## config.mk

```make
export PLATFORM = sky130hd
export DESIGN_NAME = bmp_4bpp_nibble_unpacker_core
export DESIGN_NICKNAME = d
export VERILOG_FILES = /design/src/rtl/core/bmpu_pkg.sv /design/src/rtl/core/bmpu_cfg.sv /design/src/rtl/core/bmp_4bpp_nibble_unpacker_core.sv
export SDC_FILE = /design/constraint.sdc
export NUM_CORES = 1
export LEC_CHECK = 0
export BUFFER_PORTS_ARGS = -buffer_cell sky130_fd_sc_hd__buf_2
export CORE_ASPECT_RATIO = 1.1
export CORE_MARGIN = 1.5
export CORE_UTILIZATION = 52
export CTS_BUF_LIST = sky130_fd_sc_hd__clkbuf_2
export CTS_CLUSTER_DIAMETER = 40
export DETAILED_ROUTE_END_ITERATION = 8
export GPL_TIMING_DRIVEN = 0
export PLACE_DENSITY = 0.75
export SETUP_SLACK_MARGIN = 0.02
export SYNTH_ARGS = -nofsm -noshare
export SYNTH_HDL_FRONTEND = slang
export SYNTH_HIERARCHICAL = 1
export SYNTH_SLANG_ARGS = --single-unit
```

## constraint.sdc

```tcl
create_clock -name i_clk -period 5.35 [get_ports i_clk]
set_input_delay 0 -clock i_clk [delete_from_list [all_inputs] [get_ports i_clk]]
set_output_delay 0 -clock i_clk [all_outputs]
set_load 0.02 [all_outputs]
```

## src/rtl/core/bmpu_pkg.sv

```systemverilog
// ----------------------------------------------------------------------------
// bmpu_pkg
// Shared types, register indexes and color tables of the 4bpp bitmap
// pixel unpacker.
// ----------------------------------------------------------------------------
package bmpu_pkg;

    localparam int REG_W   = 10;   // width of the dimension and origin registers
    localparam int POS_W   = 11;   // width of screen coordinates and counters
    localparam int NIB_W   = 4;
    localparam int BYTE_W  = 8;
    localparam int CIDX_W  = 3;    // configuration register index

    typedef logic [CIDX_W-1:0] t_cfg_idx;

    localparam t_cfg_idx CFG_ORIGIN_X       = 3'd0;
    localparam t_cfg_idx CFG_ORIGIN_Y       = 3'd1;
    localparam t_cfg_idx CFG_IMAGE_WIDTH    = 3'd2;
    localparam t_cfg_idx CFG_IMAGE_HEIGHT   = 3'd3;
    localparam t_cfg_idx CFG_ACTIVE_PALETTE = 3'd4;

    typedef struct packed {
        logic [REG_W-1:0] origin_x;
        logic [REG_W-1:0] origin_y;
        logic [REG_W-1:0] image_width;
        logic [REG_W-1:0] image_height;
        logic             active_palette;
    } t_cfg;

    // Active table swaps the red and blue bits of each color.
    function automatic logic [NIB_W-1:0] pal_active(input logic [NIB_W-1:0] nib);
        logic [NIB_W-1:0] c;
        unique case (nib)
            4'd0:    c = 4'd0;
            4'd1:    c = 4'd4;
            4'd2:    c = 4'd2;
            4'd3:    c = 4'd6;
            4'd4:    c = 4'd1;
            4'd5:    c = 4'd5;
            4'd6:    c = 4'd3;
            4'd7:    c = 4'd7;
            4'd8:    c = 4'd8;
            4'd9:    c = 4'd12;
            4'd10:   c = 4'd10;
            4'd11:   c = 4'd14;
            4'd12:   c = 4'd9;
            4'd13:   c = 4'd13;
            4'd14:   c = 4'd11;
            default: c = 4'd15;
        endcase
        return c;
    endfunction

    // Greyed-out table: colors below 7 go white, color 7 stays 7, bright colors go grey.
    function automatic logic [NIB_W-1:0] pal_grey(input logic [NIB_W-1:0] nib);
        logic [NIB_W-1:0] c;
        if (nib < 4'd7) begin
            c = 4'd15;
        end else if (nib == 4'd7) begin
            c = 4'd7;
        end else begin
            c = 4'd8;
        end
        return c;
    endfunction

    function automatic logic [NIB_W-1:0] remap(input logic active,
                                               input logic [NIB_W-1:0] nib);
        return active ? pal_active(nib) : pal_grey(nib);
    endfunction

endpackage

```

## src/rtl/core/bmpu_cfg.sv

```systemverilog
// ----------------------------------------------------------------------------
// bmpu_cfg
// Configuration register file of the 4bpp bitmap pixel unpacker.
// ----------------------------------------------------------------------------
module bmpu_cfg (
    input  logic                    i_clk,
    input  logic                    i_rst_n,
    input  logic                    i_cfg_valid,
    output logic                    o_cfg_ready,
    input  bmpu_pkg::t_cfg_idx      i_cfg_index,
    input  logic [bmpu_pkg::REG_W-1:0] i_cfg_data,
    output bmpu_pkg::t_cfg          o_cfg
);
    import bmpu_pkg::*;

    t_cfg r_cfg;

    assign o_cfg_ready = 1'b1;
    assign o_cfg       = r_cfg;

    always_ff @(posedge i_clk) begin
        if (!i_rst_n) begin
            r_cfg.origin_x       <= '0;
            r_cfg.origin_y       <= '0;
            r_cfg.image_width    <= '0;
            r_cfg.image_height   <= '0;
            r_cfg.active_palette <= 1'b1;
        end else if (i_cfg_valid) begin
            // Writes to indexes beyond the list are dropped.
            unique case (i_cfg_index)
                CFG_ORIGIN_X:       r_cfg.origin_x       <= i_cfg_data;
                CFG_ORIGIN_Y:       r_cfg.origin_y       <= i_cfg_data;
                CFG_IMAGE_WIDTH:    r_cfg.image_width    <= i_cfg_data;
                CFG_IMAGE_HEIGHT:   r_cfg.image_height   <= i_cfg_data;
                CFG_ACTIVE_PALETTE: r_cfg.active_palette <= i_cfg_data[0];
                default: ;
            endcase
        end
    end

endmodule

```

## src/rtl/core/bmp_4bpp_nibble_unpacker_core.sv

```systemverilog
// ----------------------------------------------------------------------------
// bmp_4bpp_nibble_unpacker_core
// Unpacks 4bpp bitmap bytes into two remapped pixels with screen position.
// ----------------------------------------------------------------------------
// Each accepted byte yields exactly one registered result in the next cycle; a
// new byte is accepted every cycle as long as the result register is empty or
// being drained in the same cycle, so throughput is one byte per clock. The
// column and row counters are updated in the same cycle the byte is taken.
// Rows are walked bottom-up and padded to a multiple of 8 pixels; padding
// pixels come out with their valid flag low, and once all rows are used (or
// width is zero) results carry image_done and no pixels.
// Configuration is written through its own port and is always ready.
module bmp_4bpp_nibble_unpacker_core (
    input  logic                          i_clk,
    input  logic                          i_rst_n,
    // configuration
    input  logic                          i_cfg_valid,
    output logic                          o_cfg_ready,
    input  bmpu_pkg::t_cfg_idx            i_cfg_index,
    input  logic [bmpu_pkg::REG_W-1:0]    i_cfg_data,
    // byte input
    input  logic                          i_in_valid,
    output logic                          o_in_ready,
    input  logic [bmpu_pkg::BYTE_W-1:0]   i_pixel_byte,
    input  logic                          i_new_image,
    // pixel output
    output logic                          o_out_valid,
    input  logic                          i_out_ready,
    output logic [bmpu_pkg::POS_W-1:0]    o_pixel_x,
    output logic [bmpu_pkg::POS_W-1:0]    o_pixel_y,
    output logic [bmpu_pkg::NIB_W-1:0]    o_color_first,
    output logic [bmpu_pkg::NIB_W-1:0]    o_color_second,
    output logic                          o_first_valid,
    output logic                          o_second_valid,
    output logic                          o_image_done
);
    import bmpu_pkg::*;

    t_cfg cfg;

    bmpu_cfg u_cfg (
        .i_clk       (i_clk),
        .i_rst_n     (i_rst_n),
        .i_cfg_valid (i_cfg_valid),
        .o_cfg_ready (o_cfg_ready),
        .i_cfg_index (i_cfg_index),
        .i_cfg_data  (i_cfg_data),
        .o_cfg       (cfg)
    );

    logic [POS_W-1:0] r_column, n_column;
    logic [POS_W-1:0] r_rows_left, n_rows_left;
    logic             r_out_valid;
    logic [POS_W-1:0] r_pixel_x, n_pixel_x;
    logic [POS_W-1:0] r_pixel_y, n_pixel_y;
    logic [NIB_W-1:0] r_color_first, n_color_first;
    logic [NIB_W-1:0] r_color_second, n_color_second;
    logic             r_first_valid, n_first_valid;
    logic             r_second_valid, n_second_valid;
    logic             r_image_done, n_image_done;

    logic             in_fire;
    logic [POS_W-1:0] col_eff;
    logic [POS_W-1:0] rows_eff;
    logic [POS_W-1:0] col_step;
    logic [POS_W-1:0] width_ext;
    logic [POS_W:0]   col_plus1;
    logic             done;
    logic             row_end;

    assign o_in_ready = !r_out_valid || i_out_ready;
    assign in_fire    = i_in_valid && o_in_ready;

    always_comb begin
        // A restart takes effect before the byte is processed.
        col_eff   = i_new_image ? '0 : r_column;
        rows_eff  = i_new_image ? {1'b0, cfg.image_height} : r_rows_left;
        width_ext = {1'b0, cfg.image_width};
        done      = (rows_eff == '0) || (cfg.image_width == '0);
        col_step  = col_eff + POS_W'(2);
        col_plus1 = {1'b0, col_eff} + (POS_W+1)'(1);
        row_end   = (col_step[2:0] == 3'd0) && (col_step >= width_ext);

        n_pixel_x      = '0;
        n_pixel_y      = '0;
        n_color_first  = '0;
        n_color_second = '0;
        n_first_valid  = 1'b0;
        n_second_valid = 1'b0;
        n_image_done   = done;
        n_column       = col_eff;
        n_rows_left    = rows_eff;

        if (!done) begin
            n_pixel_x      = POS_W'({1'b0, cfg.origin_x} + col_eff);
            n_pixel_y      = POS_W'({1'b0, cfg.origin_y} + rows_eff);
            n_color_first  = remap(cfg.active_palette, i_pixel_byte[7:4]);
            n_color_second = remap(cfg.active_palette, i_pixel_byte[3:0]);
            n_first_valid  = col_eff < width_ext;
            n_second_valid = col_plus1 < {1'b0, width_ext};
            if (row_end) begin
                n_column    = '0;
                n_rows_left = rows_eff - POS_W'(1);
            end else begin
                n_column    = col_step;
            end
        end
    end

    always_ff @(posedge i_clk) begin
        if (!i_rst_n) begin
            r_column    <= '0;
            r_rows_left <= '0;
            r_out_valid <= 1'b0;
        end else begin
            if (in_fire) begin
                r_column    <= n_column;
                r_rows_left <= n_rows_left;
                r_out_valid <= 1'b1;
            end else if (i_out_ready) begin
                r_out_valid <= 1'b0;
            end
        end
    end

    always_ff @(posedge i_clk) begin
        if (in_fire) begin
            r_pixel_x      <= n_pixel_x;
            r_pixel_y      <= n_pixel_y;
            r_color_first  <= n_color_first;
            r_color_second <= n_color_second;
            r_first_valid  <= n_first_valid;
            r_second_valid <= n_second_valid;
            r_image_done   <= n_image_done;
        end
    end

    assign o_out_valid    = r_out_valid;
    assign o_pixel_x      = r_pixel_x;
    assign o_pixel_y      = r_pixel_y;
    assign o_color_first  = r_color_first;
    assign o_color_second = r_color_second;
    assign o_first_valid  = r_first_valid;
    assign o_second_valid = r_second_valid;
    assign o_image_done   = r_image_done;

    // The column always advances by a whole byte, so it stays even.
    a_column_even: assert property (@(posedge i_clk) disable iff (!i_rst_n)
        r_column[0] == 1'b0)
        else $error("column counter became odd");

    // A second pixel inside the image implies the first one is too.
    a_second_implies_first: assert property (@(posedge i_clk) disable iff (!i_rst_n)
        (o_out_valid && o_second_valid) |-> o_first_valid)
        else $error("second pixel valid without first");

    // Finished images produce no pixels.
    a_done_no_pixels: assert property (@(posedge i_clk) disable iff (!i_rst_n)
        (o_out_valid && o_image_done) |-> (!o_first_valid && !o_second_valid))
        else $error("pixel flagged valid after image done");

    // A restart with a nonempty image always produces a live result.
    a_restart_live: assert property (@(posedge i_clk) disable iff (!i_rst_n)
        (in_fire && i_new_image && cfg.image_height != '0 && cfg.image_width != '0)
        |=> (o_out_valid && !o_image_done))
        else $error("restart of nonempty image reported done");

endmodule
```

# Word level (Yosys, flattened, before mapping)
# Memories as Yosys holds them, arrays and structs flattened.
# Index checks and enable logic that the tools add are counted.
# Widths: inputs -> output; s select.
# word_totals
register_bits,97
mem_bits_ro,128
input_bits,27
wordCells,62
n_memories,2
# mem_list
name,words,width,read_ports,rd_clocked_by_memory_dff,wr,line,text
(no name shown),16,4,1,0,0,bmpu_pkg.sv:33,unique case (nib)
(no name shown),16,4,1,0,0,bmpu_pkg.sv:33,
# classes
addsub,5
magnitude_cmp,5
eq_ne,6
mux,14
n_reduce_logical,15
# op_table
operator,n
$mux 11,6
$mux 4,6
$add 10x11->11,2
$add 11x1->12 const B,1
$lt 12x10->1,1
$add 11x2->11 const B,1
$ge 11x10->1,1
$logic_not 11->1,1
$lt 11x10->1,1
$sub 11x1->11 const B,1
$logic_not 10->1,1
$reduce_and 2->1,5
$eq 4x3->1 const B,2
$lt 4x3->1 const B,2
$eq 3x2->1 const B,2
$logic_not 3->1,2
$eq 3x1->1 const B,1
$eq 3x3->1 const B,1
$logic_and 1x1->1,2
$logic_or 1x1->1,2
$mux 1,2
$reduce_bool 2->1,1
$logic_not 1->1,1

# Logic depth before layout (Yosys ltp)
# Gate-level depths: netlist of run 1.
# logic_depth
word_depth,6
depth_mapped,16
ltp_nobuf,12

# Hierarchy
# The synthesis of run 1 kept the hierarchy.
# modules_own_cells
module,n_inst,cells_each,area_each_um2
bmp_4bpp_nibble_unpacker_core,1,521,4456.8
bmpu_cfg,1,151,1537.7

# Worst setup path after synthesis of run 1
# Ideal clock, no wire load.
# synth_timing
path_kind,input to register
start,input i_new_image
end,register r_rows_left[4]
arrival_time_ns,3.321
required_ns,5.228
slack_ns,1.907
stages,15
path_cell_list,buf_6 clkbuf_1 clkbuf_1 buf_1 clkbuf_1 nor2_1 ha_1 a2111oi_0 nand3_1 a41oi_1 o21a_1 or4_1 clkbuf_1 mux2i_1 a311o_1
# synth_via
elab_chain_len,6
# synth_rtl
element,line,text
"start, declared",bmp_4bpp_nibble_unpacker_core.sv:25,"input logic i_new_image,"
$mux 11,bmp_4bpp_nibble_unpacker_core.sv:76,col_eff = i_new_image ? '0 : r_column;
$add 11x2->11,bmp_4bpp_nibble_unpacker_core.sv:80,col_step = col_eff + POS_W'(2);
$ge 11x10->1 / $logic_not 3->1 (equally long branches),bmp_4bpp_nibble_unpacker_core.sv:82,row_end = (col_step[2:0] == 3'd0) && (col_step >= width_ext);
$logic_and 1x1->1,bmp_4bpp_nibble_unpacker_core.sv:82,
$mux 11,bmp_4bpp_nibble_unpacker_core.sv:101,if (row_end) begin
$mux 11 (*),bmp_4bpp_nibble_unpacker_core.sv:94,if (!done) begin
"end signal, assigned",bmp_4bpp_nibble_unpacker_core.sv:118,r_rows_left <= n_rows_left;
"end, declared",bmp_4bpp_nibble_unpacker_core.sv:52,"logic [POS_W-1:0] r_rows_left, n_rows_left;"
# Mark *: on every way between the ends. The rest lies on a longest branch, timed or not.
# A chain may end at the register's enable or synchronous reset.

# Worst setup path in the final report of run 1
# Ends and elaborated chain as after synthesis.

==> impl_metrics.yaml, run 1 <==
run_status:
  status: "complete, no violations"
routing:
  ant_nets: 0
  wire_per_inst_um: 19.0
  drt_iter0_drc: 475
  drc: 0
  drt-vias-per-instance: 6.12
  route.vias.total: 5696
  routed_wl_mm: 17.6
  first_pass_iters: 8
yosys:
  mappedNetlistArea_mm2: 0.00599
  synth_fp_nets: 746
  yosys.area_share.simple_pct: 20.6
  synth-async-reset-ratio_pct: 0
  ys_types: 67
  synthAdderAreaFrac_pct: 10.4
  synthMuxAreaShare_pct: 9.06
  avgSynthCellArea_um2: 8.92
  synth-edff-count: 33
  synth_top_family_by_area: "simple AND/OR/NAND/NOR gates"
  synth_warnings: 6
  ys_seq_elements: 97
  netlist_instances: 672
  synth_compound_area_share_pct: 12.2
  ys.flop_type: "dfxtp_1"
  synthXorXnorAreaFrac_pct: 4.82
  yosysSeqAreaShare_pct: 37.9
pwr:
  p_int_mw: 0.978
  swShare_pct: 30.5
  switchingPower_mw: 0.430
  p_per_area_mw_per_mm2: 202
  p_seq_share_pct: 56.6
  leakagePower_nw: 3.03
  peakVddDrop_mv: 0.199
  p_comb_share_pct: 15.6
  clkPwrFrac_pct: 27.8
clock_network:
  clock_tree.root_cell: "clkbuf_2"
  cts_tree: "done"
  cts_resized: 0
  cts.path.max_buffers: 2
  cts_buffers: 9
  htreeDepth: 3
  cts_sinks: 97
  clk_latency_ns: 0.61
  clkTransAtPathRegs_ns: 0.30
worst_setup_path:
  crit_chain: "dlygate4sd3_1, buf_2, buf_6, clkbuf_1, clkbuf_1, buf_1, clkbuf_1, nor2_1, ha_1, a2111oi_0, nand3_1, a41oi_1, o21a_1, or4_1, clkbuf_1, mux2i_1, a311o_1"
  critPathLaunchType: "primary input"
  slowest_stage: "clkbuf_1"
  worstPathArrival_ns: 5.46
  cpLargestDelayFamily: "buffers and inverters"
  crit_type: "primary input to flip-flop"
  end_kind: "flip-flop"
  path_buf_inv: 8
  crit_path_max_fanout: 10
  cp_slowest_stage_delay_ns: 0.63
  cp_common_cell: "clkbuf_1"
  required_ns: 5.86
sta:
  rsz0062_at_grt: "false"
  final_hold_viol_count: 0
  fin_crit_ns: 4.94
  fin_crit_sh_pct: 92.4
  final-setup-viol-count: 0
  fin_tns_setup_ns: 0
  finClkSkew_ns: 0.0339
  fmax_ghz: 0.202
  setup_ws_ns: 0.406
  max_slew.worst_pin.slew_ns: 0.806
  drv_slew: 0
  maxSlewHeadroom_pct: 46.2
cells_and_area:
  nets: 853
  synthToLayoutAreaGrowth_pct: 16.3
  num_antenna_cells: 0
  drive_gt1_share_pct: 11.7
  final_cell_area_mm2: 0.00697
global_route:
  antenna_found_initial: 0
  grt_pass1_vias: 5702
  grt_start_max_net_pins: 30
  grt_overflow_total: 0
  grt_first_pass_wirelength_mm: 28.4
  grtUsageTotal_pct: 30.0
worst_hold_path:
  holdCritPathClass: "primary input to flip-flop"
floorplanning:
  start_util_pct: 54.2
  fp.dieH_um: 116
  coreArea_mm2: 0.0111
  rows: 40
  die_area_mm2: 0.0122
  io_pins: 63
  die_x_um: 105
place:
  gp_congestion: 0.926
  dpl_cell_area_mm2: 0.00650
  dp_slack_ns: 0.409
  io_buffers: 60
  dpl.hpwl_mm: 12.6
run:
  maxCapViolations: 0
-- flip-flops by register name, summed over array words and instances, names as in the netlist --
| name | cells |
|---|---|
| r_rows_left | 11 |
| r_column | 11 |
| u_cfg/o_cfg | 41 |
| o_first_valid | 1 |
| o_pixel_x | 11 |
| o_out_valid | 1 |
| o_pixel_y | 11 |
| o_image_done | 1 |
| o_second_valid | 1 |
| o_color_second | 4 |
| o_color_first | 4 |
-- Yosys cell counts, types with 3 or more instances --
library cell	count	area, µm²
nor4_1	8	50.1
nor3_1	13	65.1
a21oi_1	36	180
nor3b_1	3	22.5
nand2b_1	8	50.1
and3_1	4	25.0
nand4_1	14	87.6
xnor2_1	19	166
buf_2	5	25.0
a21o_1	6	45.0
o21a_1	7	52.6
a32oi_1	3	26.3
xor2_1	14	123
nor2_1	61	229
ha_1	46	576
a22oi_1	5	37.5
clkbuf_1	28	105
dfxtp_1	64	1280
and2_1	6	37.5
nand2_1	75	282
mux2i_1	52	521
buf_1	4	15.0
o21ai_0	16	80.1
or4_1	4	30.0
nor2b_1	13	81.3
nand3_1	29	145
edfxtp_1	33	991
or3_1	3	18.8
maj3_1	3	30.0
a211oi_1	3	22.5
inv_1	30	113
o211ai_1	6	45.0
a31oi_1	7	43.8
-- routing by layer --
metal	GRT usage, %	part of all wire [%]	up-vias
met3	4.72	7.0	62
met5	0	0	-
met1	35.1	39	2737
li1	-	-	2627
met4	17.4	4.9	0
met2	52.7	49	270
-- power groups by stage --
| stage | Sequential, mW | Clock [mW] | Combinational, mW |
|---|---|---|---|
| finish | 0.797 | 0.392 | 0.219 |
| global route | 0.800 | 0.422 | 0.234 |
| CTS | 0.797 | 0.392 | 0.213 |
| detailed placement | 0.811 | 0 | 0.194 |
| global placement | 0.811 | 0 | 0.186 |
| floorplan | 0.828 | 0 | 0.106 |
-- metrics by stage --
| stage | utilization, % | instances | power [mW] | hold slack [ns] |
|---|---|---|---|---|
| after global placement | 58.6 | 879 | 0.997 | 0.250 |
| after global routing | 63.0 | 931 | 1.46 | 0.0382 |
| after detailed placement | 58.8 | 880 | 1.00 | 0.261 |
| final | 63.0 | 931 | 1.41 | 0.0296 |
| after floorplan | - | 672 | 0.934 | 0.129 |
| after CTS | 63.0 | 931 | 1.40 | 0.0138 |
-- worst min-delay path, delay by kind of cell --
kind	cells	cell delay [ns]
mux	1	0.06
buf+inv	2	0.46
simple gates	1	0.12
-- what timing repair did --
action / 4_1_cts / 5_1_grt
hold buffers: 35 / 0
endpoints found under the hold margin: 59 / 0
buffers inserted: 0 / 0
-- cell type report --
type,count,area [µm²]
buffer,40,173
clock buffer,9,45.0
clock inverter,7,76.3
fill,936,4090
inverter,33,124
multi-input combinational,502,3430
sequential,97,2270
tap,147,184
timing repair buffer,96,671
-- cells in the final DEF (no fill, tap or decap), drive strengths merged, types with 4 or more instances in the layout --
master       synthesis  final
nor2                61     61
o21ai               16     16
buf                 12     73
dlygate4sd3          0     35
a21o                 6      6
o211ai               6      6
clkbuf              28     37
dfxtp               64     64
a31oi                7      7
nand2               75     75
nor4                 8      8
a21oi               36     36
mux2i               52     52
o21a                 7      7
inv                 31     34
edfxtp              33     33
nor3                13     13
nand3               29     29
xnor2               19     19
nor2b               14     14
clkinv               2      4
and3                 4      4
xor2                14     14
a22oi                5      5
nand2b               8      8
and2                 7      7
or4                  4      4
nand4               14     14
ha                  46     46
-- cells by family (layout without fill, tap and decap cells) --
group	count (synthesis)	count (layout)
flip-flops	97	97
multiplexers	54	54
AND/OR/NAND/NOR	254	254
XOR/XNOR	33	33
other	1	1
adder cells (fa/ha/maj)	50	50
buffers and inverters	73	185
AO/OA/AOI/OAI	110	110
-- path summary, 6_finish.rpt --
check	startpoint	to	slack [ns]	cells after the start
min	i_rst_n	u_cfg/o_cfg[36]	0.03	4
min reg2reg	r_rows_left[10]	r_rows_left[10]	0.47	2
max reg2reg	r_column[4]	r_rows_left[4]	1.22	14
max	i_new_image	r_rows_left[4]	0.41	17
No activity file was read; power rests on OpenSTA's default activity.
==> run 2, diff against run 1 <==
--- a/config.mk
+++ b/config.mk
@@ -5,6 +5,7 @@
 export SDC_FILE = /design/constraint.sdc
 export NUM_CORES = 1
 export LEC_CHECK = 0
+export ABC_AREA = 1
 export BUFFER_PORTS_ARGS = -buffer_cell sky130_fd_sc_hd__buf_2
 export CORE_ASPECT_RATIO = 1.1
 export CORE_MARGIN = 1.5
@@ -13,7 +14,7 @@
 export CTS_CLUSTER_DIAMETER = 40
 export DETAILED_ROUTE_END_ITERATION = 8
 export GPL_TIMING_DRIVEN = 0
-export PLACE_DENSITY = 0.75
+export PLACE_DENSITY = 0.74
 export SETUP_SLACK_MARGIN = 0.02
 export SYNTH_ARGS = -nofsm -noshare
 export SYNTH_HDL_FRONTEND = slang
==> run 2 against run 1 <==
Compared with the run above:
- count of clock-buffer cells in the layout unchanged
- worst hold slack better by 0.012 ns
- fmax increased by 66%
- global-route usage shrank 3.6 points
- sequential cell count unchanged
- clock power fell by 17%
- largest cell class unchanged
==> impl_metrics.yaml, run 2 <==
run:
  maxCapViolations: 0
global_route:
  grt_first_pass_wirelength_mm: 27.0
  grt_overflow_total: 0
  grt_start_max_net_pins: 43
  grt_pass1_vias: 5579
  grtUsageTotal_pct: 26.4
  antenna_found_initial: 1
routing:
  wire_per_inst_um: 14.0
  routed_wl_mm: 16.8
  route.vias.total: 6299
  drt_iter0_drc: 519
  drc: 0
  first_pass_iters: 5
  ant_nets: 0
  drt-vias-per-instance: 5.25
floorplanning:
  io_pins: 63
  die_x_um: 109
  fp.dieH_um: 120
  coreArea_mm2: 0.0121
  rows: 42
  start_util_pct: 53.6
  die_area_mm2: 0.0131
sta:
  fin_crit_sh_pct: 55.7
  fin_crit_ns: 2.98
  maxSlewHeadroom_pct: 39.5
  final_hold_viol_count: 0
  rsz0062_at_grt: "false"
  finClkSkew_ns: 0.0403
  final-setup-viol-count: 0
  fmax_ghz: 0.335
  max_slew.worst_pin.slew_ns: 0.907
  drv_slew: 0
  fin_tns_setup_ns: 0
place:
  dpl_cell_area_mm2: 0.00697
  gp_congestion: 0.934
  io_buffers: 61
  dpl.hpwl_mm: 12.3
worst_setup_path:
  ff2ff_setup_slack_ns: 2.37
  rr_startpoint: "r_column[1]"
  critPathLaunchType: "flip-flop"
  worstPathArrival_ns: 3.46
  required_ns: 5.83
  end_kind: "flip-flop"
  critPathLaunch: "r_column[1]"
  crit_path_max_fanout: 10
  crit_type: "flip-flop to flip-flop"
worst_hold_path:
  min_from: "i_new_image"
  holdCritPathClass: "primary input to flip-flop"
pwr:
  switchingPower_mw: 0.582
  p_seq_share_pct: 51.4
  clkPwrFrac_pct: 20.0
  peakVddDrop_mv: 0.122
  leakagePower_nw: 3.68
  p_int_mw: 1.05
  p_per_area_mw_per_mm2: 215
  p_comb_share_pct: 28.6
  swShare_pct: 35.7
clock_network:
  cts_tree: "done"
  hold_buffers: 52
  cts_resized: 0
  clk_latency_ns: 0.59
  cts_sinks: 97
  clkTransAtPathRegs_ns: 0.27
  clock_tree.root_cell: "clkbuf_2"
  post_cts_buffers: 0
  cts.path.max_buffers: 2
  htreeDepth: 3
  cts_buffers: 9
yosys:
  synth_area_leader_cell: "dfxtp_1"
  synth.most_common_cell: "nand2_1"
  synth_fp_nets: 990
  synth_top_area_share_pct: 19.8
  synth-async-reset-ratio_pct: 0
  ys.flop_type: "dfxtp_1"
  ys_types: 49
  synthTopCellsByArea: "dfxtp_1 20%, edfxtp_1 15%, nand2_1 11%"
  netlist_instances: 916
  synth-edff-count: 33
  yosysSeqAreaShare_pct: 35.1
  synth_warnings: 6
  synth.cells.most_frequent: "189 x nand2_1, 167 x nor2_1, 111 x inv_1"
  ys_seq_elements: 97
  avgSynthCellArea_um2: 7.07
  mappedNetlistArea_mm2: 0.00648
cells_and_area:
  layout_common_cells: "189 x nand2_1, 167 x nor2_1, 111 x inv_1"
  fill_cells: 1121
  final_cell_area_mm2: 0.00759
  seq_area_mm2: 0.00227
  layout_commonest_cell: "nand2_1"
  multi_input_area_mm2: 0.00356
  synthToLayoutAreaGrowth_pct: 17.3
  drive_gt1_share_pct: 13.1
  nets: 1114
  largest_register_ffs: 41
run_status:
  status: "complete, no violations"
-- run 2: area by class of cell --
class / count / share of cell area (%)
well taps: 154 / 2.54
inverters: 119 / 5.88
clock buffers: 9 / 0.593
clock inverters: 7 / 0.676
multi-input cells: 671 / 46.9
repair buffers: 113 / 10.9
diodes: 1 / 0.0330
flip-flops and latches: 97 / 29.9
plain buffers: 29 / 2.60
-- run 2: path summary, 6_finish.rpt --
path / to / cells after the start
max: r_rows_left[10] / 18
min: r_column[5] / 5
max reg2reg: r_rows_left[10] / 18
min reg2reg: u_cfg/o_cfg[2] / 2
-- run 2: power groups by stage --
stage,logic [mW],registers (mW),clock network (mW)
floorplan,0.289,0.879,0
global placement,0.433,0.852,0
detailed placement,0.438,0.853,0
CTS,0.462,0.838,0.335
global route,0.521,0.845,0.365
finish,0.467,0.839,0.327
-- run 2: worst max-delay path, stage by stage (launching register included) --
cell and delay, ns:
dfxtp_1 0.45, nand3_2 0.21, nor2_8 0.18, nand2_1 0.14, nor2_1 0.24, nor2_1 0.13, ha_1 0.31, nand2_1 0.07
nor2_1 0.14, nand2_1 0.07, nand4_1 0.12, nand2_1 0.06, nand2_1 0.14, buf_6 0.18, nand3_2 0.15, nor2_1 0.13
nand3b_1 0.08, nand2_1 0.07, nor2_1 0.04
-- run 2: logic make-up after synthesis --
group	count (synthesis)	synth area share [%]
simple gates	473	32.3
other cells	1	0.0579
compound gates	144	12.6
buf+inv	148	9.95
fa+ha+maj	47	9.20
flops	97	35.1
xor+xnor	6	0.811
-- run 2: through the flow --
step           instances  hold slack [ns]  setup WS (ns)  total power, mW  util [%]
6_report            1200           0.0417           2.37             1.63      62.8
5_1_grt             1200           0.0467           2.04             1.73      62.8
2_1_floorplan        916            0.138           2.98             1.17         -
4_1_cts             1199          0.00711           2.42             1.64      62.8
3_3_place_gp        1131            0.289           2.46             1.28      57.7
3_5_place_dp        1131            0.293           2.42             1.29      57.7
-- run 2: layer usage --
| layer | GRT usage (%) | part of all wire, % | up-vias |
|---|---|---|---|
| li1 | - | - | 3229 |
| met4 | 9.90 | 2.5 | 0 |
| met3 | 2.44 | 6.5 | 31 |
| met1 | 36.9 | 45 | 2804 |
| met5 | 0 | 0 | - |
| met2 | 42.0 | 46 | 235 |
==> run 3, diff against run 2 <==
--- a/config.mk
+++ b/config.mk
@@ -5,7 +5,7 @@
 export SDC_FILE = /design/constraint.sdc
 export NUM_CORES = 1
 export LEC_CHECK = 0
-export ABC_AREA = 1
+export ABC_AREA = 0
 export BUFFER_PORTS_ARGS = -buffer_cell sky130_fd_sc_hd__buf_2
 export CORE_ASPECT_RATIO = 1.1
 export CORE_MARGIN = 1.5
@@ -14,7 +14,7 @@
 export CTS_CLUSTER_DIAMETER = 40
 export DETAILED_ROUTE_END_ITERATION = 8
 export GPL_TIMING_DRIVEN = 0
-export PLACE_DENSITY = 0.74
+export PLACE_DENSITY = 0.75
 export SETUP_SLACK_MARGIN = 0.02
 export SYNTH_ARGS = -nofsm -noshare
 export SYNTH_HDL_FRONTEND = slang
==> constraint.sdc (replaced) <==
create_clock -name i_clk -period 2.8 [get_ports i_clk]
set_input_delay 0 -clock i_clk [delete_from_list [all_inputs] [get_ports i_clk]]
set_output_delay 0 -clock i_clk [all_outputs]
set_load 0.02 [all_outputs]
==> run 3 against run 2 <==
Compared with the run above:
- the run now ends with negative setup slack left
- combinational power shrank 5.1%
- global-route usage grew 3.1 points
- non-clock buffer count grew 12
- critical path type unchanged
- largest cell class unchanged
==> impl_metrics.yaml, run 3 (synthesis gave the netlist of run 1 again) <==
run_status:
  status: "complete, but fails checks"
  violations: "negative setup slack"
worst_setup_path:
  rr_startpoint: "r_column[4]"
  required_ns: 3.31
  crit_path_max_fanout: 6
  crit_chain: "and4_1, clkbuf_8, nand4_1, nor2_2, xnor2_1, ha_2, a2111oi_4, nand3_1, a41oi_2, o21a_1, or4_4, or3_1, a41o_1"
  critPathLaunchType: "flip-flop"
  crit_type: "flip-flop to flip-flop"
  slowest_stage: "or4_4"
  critPathLaunch: "r_column[4]"
  end_kind: "flip-flop"
  cp_slowest_stage_delay_ns: 0.48
  worstPathArrival_ns: 3.66
place:
  dp.cells: 880
  gp_congestion: 0.931
  dpl.hpwl_mm: 12.4
  io_buffers: 60
cells_and_area:
  final_cells: 949
  num_antenna_cells: 0
  synthToLayoutAreaGrowth_pct: 21.7
  largest_register_ffs: 41
  layout_common_cells: "74 x nand2_1, 67 x buf_2, 59 x nor2_1"
  drive_gt1_share_pct: 19.0
  nets: 871
  layout_commonest_cell: "nand2_1"
clock_network:
  cts.path.max_buffers: 2
  clock_tree.root_cell: "clkbuf_2"
  cts_buffers: 9
  cts_tree: "done"
  cts_sinks: 97
  clk_latency_ns: 0.62
  clkTransAtPathRegs_ns: 0.27
  htreeDepth: 3
floorplanning:
  die_area_mm2: 0.0122
  io_pins: 63
  rows: 40
  die_x_um: 105
  start_util_pct: 54.2
  coreArea_mm2: 0.0111
  fp.dieH_um: 116
pwr:
  peakVddDrop_mv: 0.257
  p_int_mw: 1.79
  leakagePower_nw: 3.17
  p_per_area_mw_per_mm2: 359
  switchingPower_mw: 0.825
  p_comb_share_pct: 16.9
  swShare_pct: 31.5
  clkPwrFrac_pct: 25.1
  p_seq_share_pct: 58.0
sta:
  final-setup-viol-count: 18
  fmax_ghz: 0.317
  rsz0062_at_grt: "true"
  setup_ws_ns: -0.351
  maxSlewHeadroom_pct: 30.7
  whs_ns: 0.0376
  final_hold_viol_count: 0
  max_slew.worst_pin.slew_ns: 1.04
  fin_crit_sh_pct: 113
  fin_crit_ns: 3.15
  finClkSkew_ns: 0.0493
  drv_slew: 0
routing:
  drc: 0
  first_pass_iters: 5
  drt-vias-per-instance: 5.97
  routed_wl_mm: 17.7
  ant_nets: 0
  drt_iter0_drc: 409
  wire_per_inst_um: 18.7
  route.vias.total: 5665
global_route:
  grt_pass1_vias: 5673
  grtUsageTotal_pct: 29.6
  grt_first_pass_wirelength_mm: 28.1
  grt_start_max_net_pins: 30
  antenna_found_initial: 0
  grt_overflow_total: 0
worst_hold_path:
  holdCritPathClass: "primary input to flip-flop"
  min_from: "i_out_ready"
run:
  maxCapViolations: 0
[run 3: changes by cell type in the layout (fill, tap and decap cells not counted), sizes merged, moves of 19 or more]
cell    previous run  this run
nor2             180        61
nand2            192        75
inv              122        35
mux2i              0        52
nand3             75        29
a21oi             76        36
o21ai             49        16
clkbuf            16        36
xnor2              0        19
[run 3: per-layer routing]
| layer | GRT usage [%] | wire length, µm |
|---|---|---|
| met1 | 35.0 | 7030 |
| met2 | 52.8 | 8880 |
| met3 | 3.77 | 1160 |
| met4 | 15.4 | 666 |
| met5 | 0 | 0 |
[run 3: worst max-delay path, delay by kind of cell (launching register included)]
| kind | cells | cell delay [ns] |
|---|---|---|
| flops | 1 | 0.42 |
| simple gates | 6 | 1.57 |
| xor+xnor | 1 | 0.14 |
| compound gates | 4 | 0.58 |
| fa+ha+maj | 1 | 0.24 |
| buf+inv | 1 | 0.16 |
[run 3: final cells by class]
cell class / instances / area, µm²
well taps: 147 / 184
clock buffers: 10 / 50.0
plain buffers: 36 / 186
flip-flops and latches: 97 / 2290
clock inverters: 6 / 47.5
multi-input cells: 502 / 3570
inverters: 33 / 124
fillers: 892 / 3770
repair buffers: 118 / 842
[run 3: stage by stage]
stage          total power [mW]  TNS, ns  worst slack (ns)  instance area [µm²]  util (%)
3_5_place_dp               1.92   -26.03             -1.02                 6530      59.0
5_1_grt                    2.71    -5.78            -0.477                 7290      66.0
6_report                   2.62    -2.86            -0.351                 7290      66.0
2_1_floorplan              1.79   -0.247            -0.173                 6020         -
4_1_cts                    2.59    -3.10            -0.371                 7130      64.5
3_3_place_gp               1.91   -26.46             -1.03                 6500      58.8
[run 3: final timing paths]
kind	endpoint	slack [ns]	cells after the start
worst min register to register	r_rows_left[10]	0.48	2
worst min-delay path	r_rows_left[1]	0.04	5
worst max register to register	r_rows_left[8]	-0.35	13
worst max-delay path	r_rows_left[8]	-0.35	13
[run 3: timing repair]
item / CTS / global route
cloned: 0 / 0
resized for setup: 30 / 24
hold endpoints to repair: 60 / 0
buffers inserted: 7 / 14
pin swaps: 9 / 14
hold buffers: 36 / 0
endpoints found under the setup margin: 34 / 48
[run 3: power by group through the flow]
stage / Clock [mW] / Combinational, mW / Sequential (mW)
floorplan: 0 / 0.204 / 1.58
global placement: 0 / 0.357 / 1.55
detailed placement: 0 / 0.368 / 1.55
CTS: 0.660 / 0.413 / 1.52
global route: 0.710 / 0.472 / 1.52
finish: 0.658 / 0.443 / 1.52
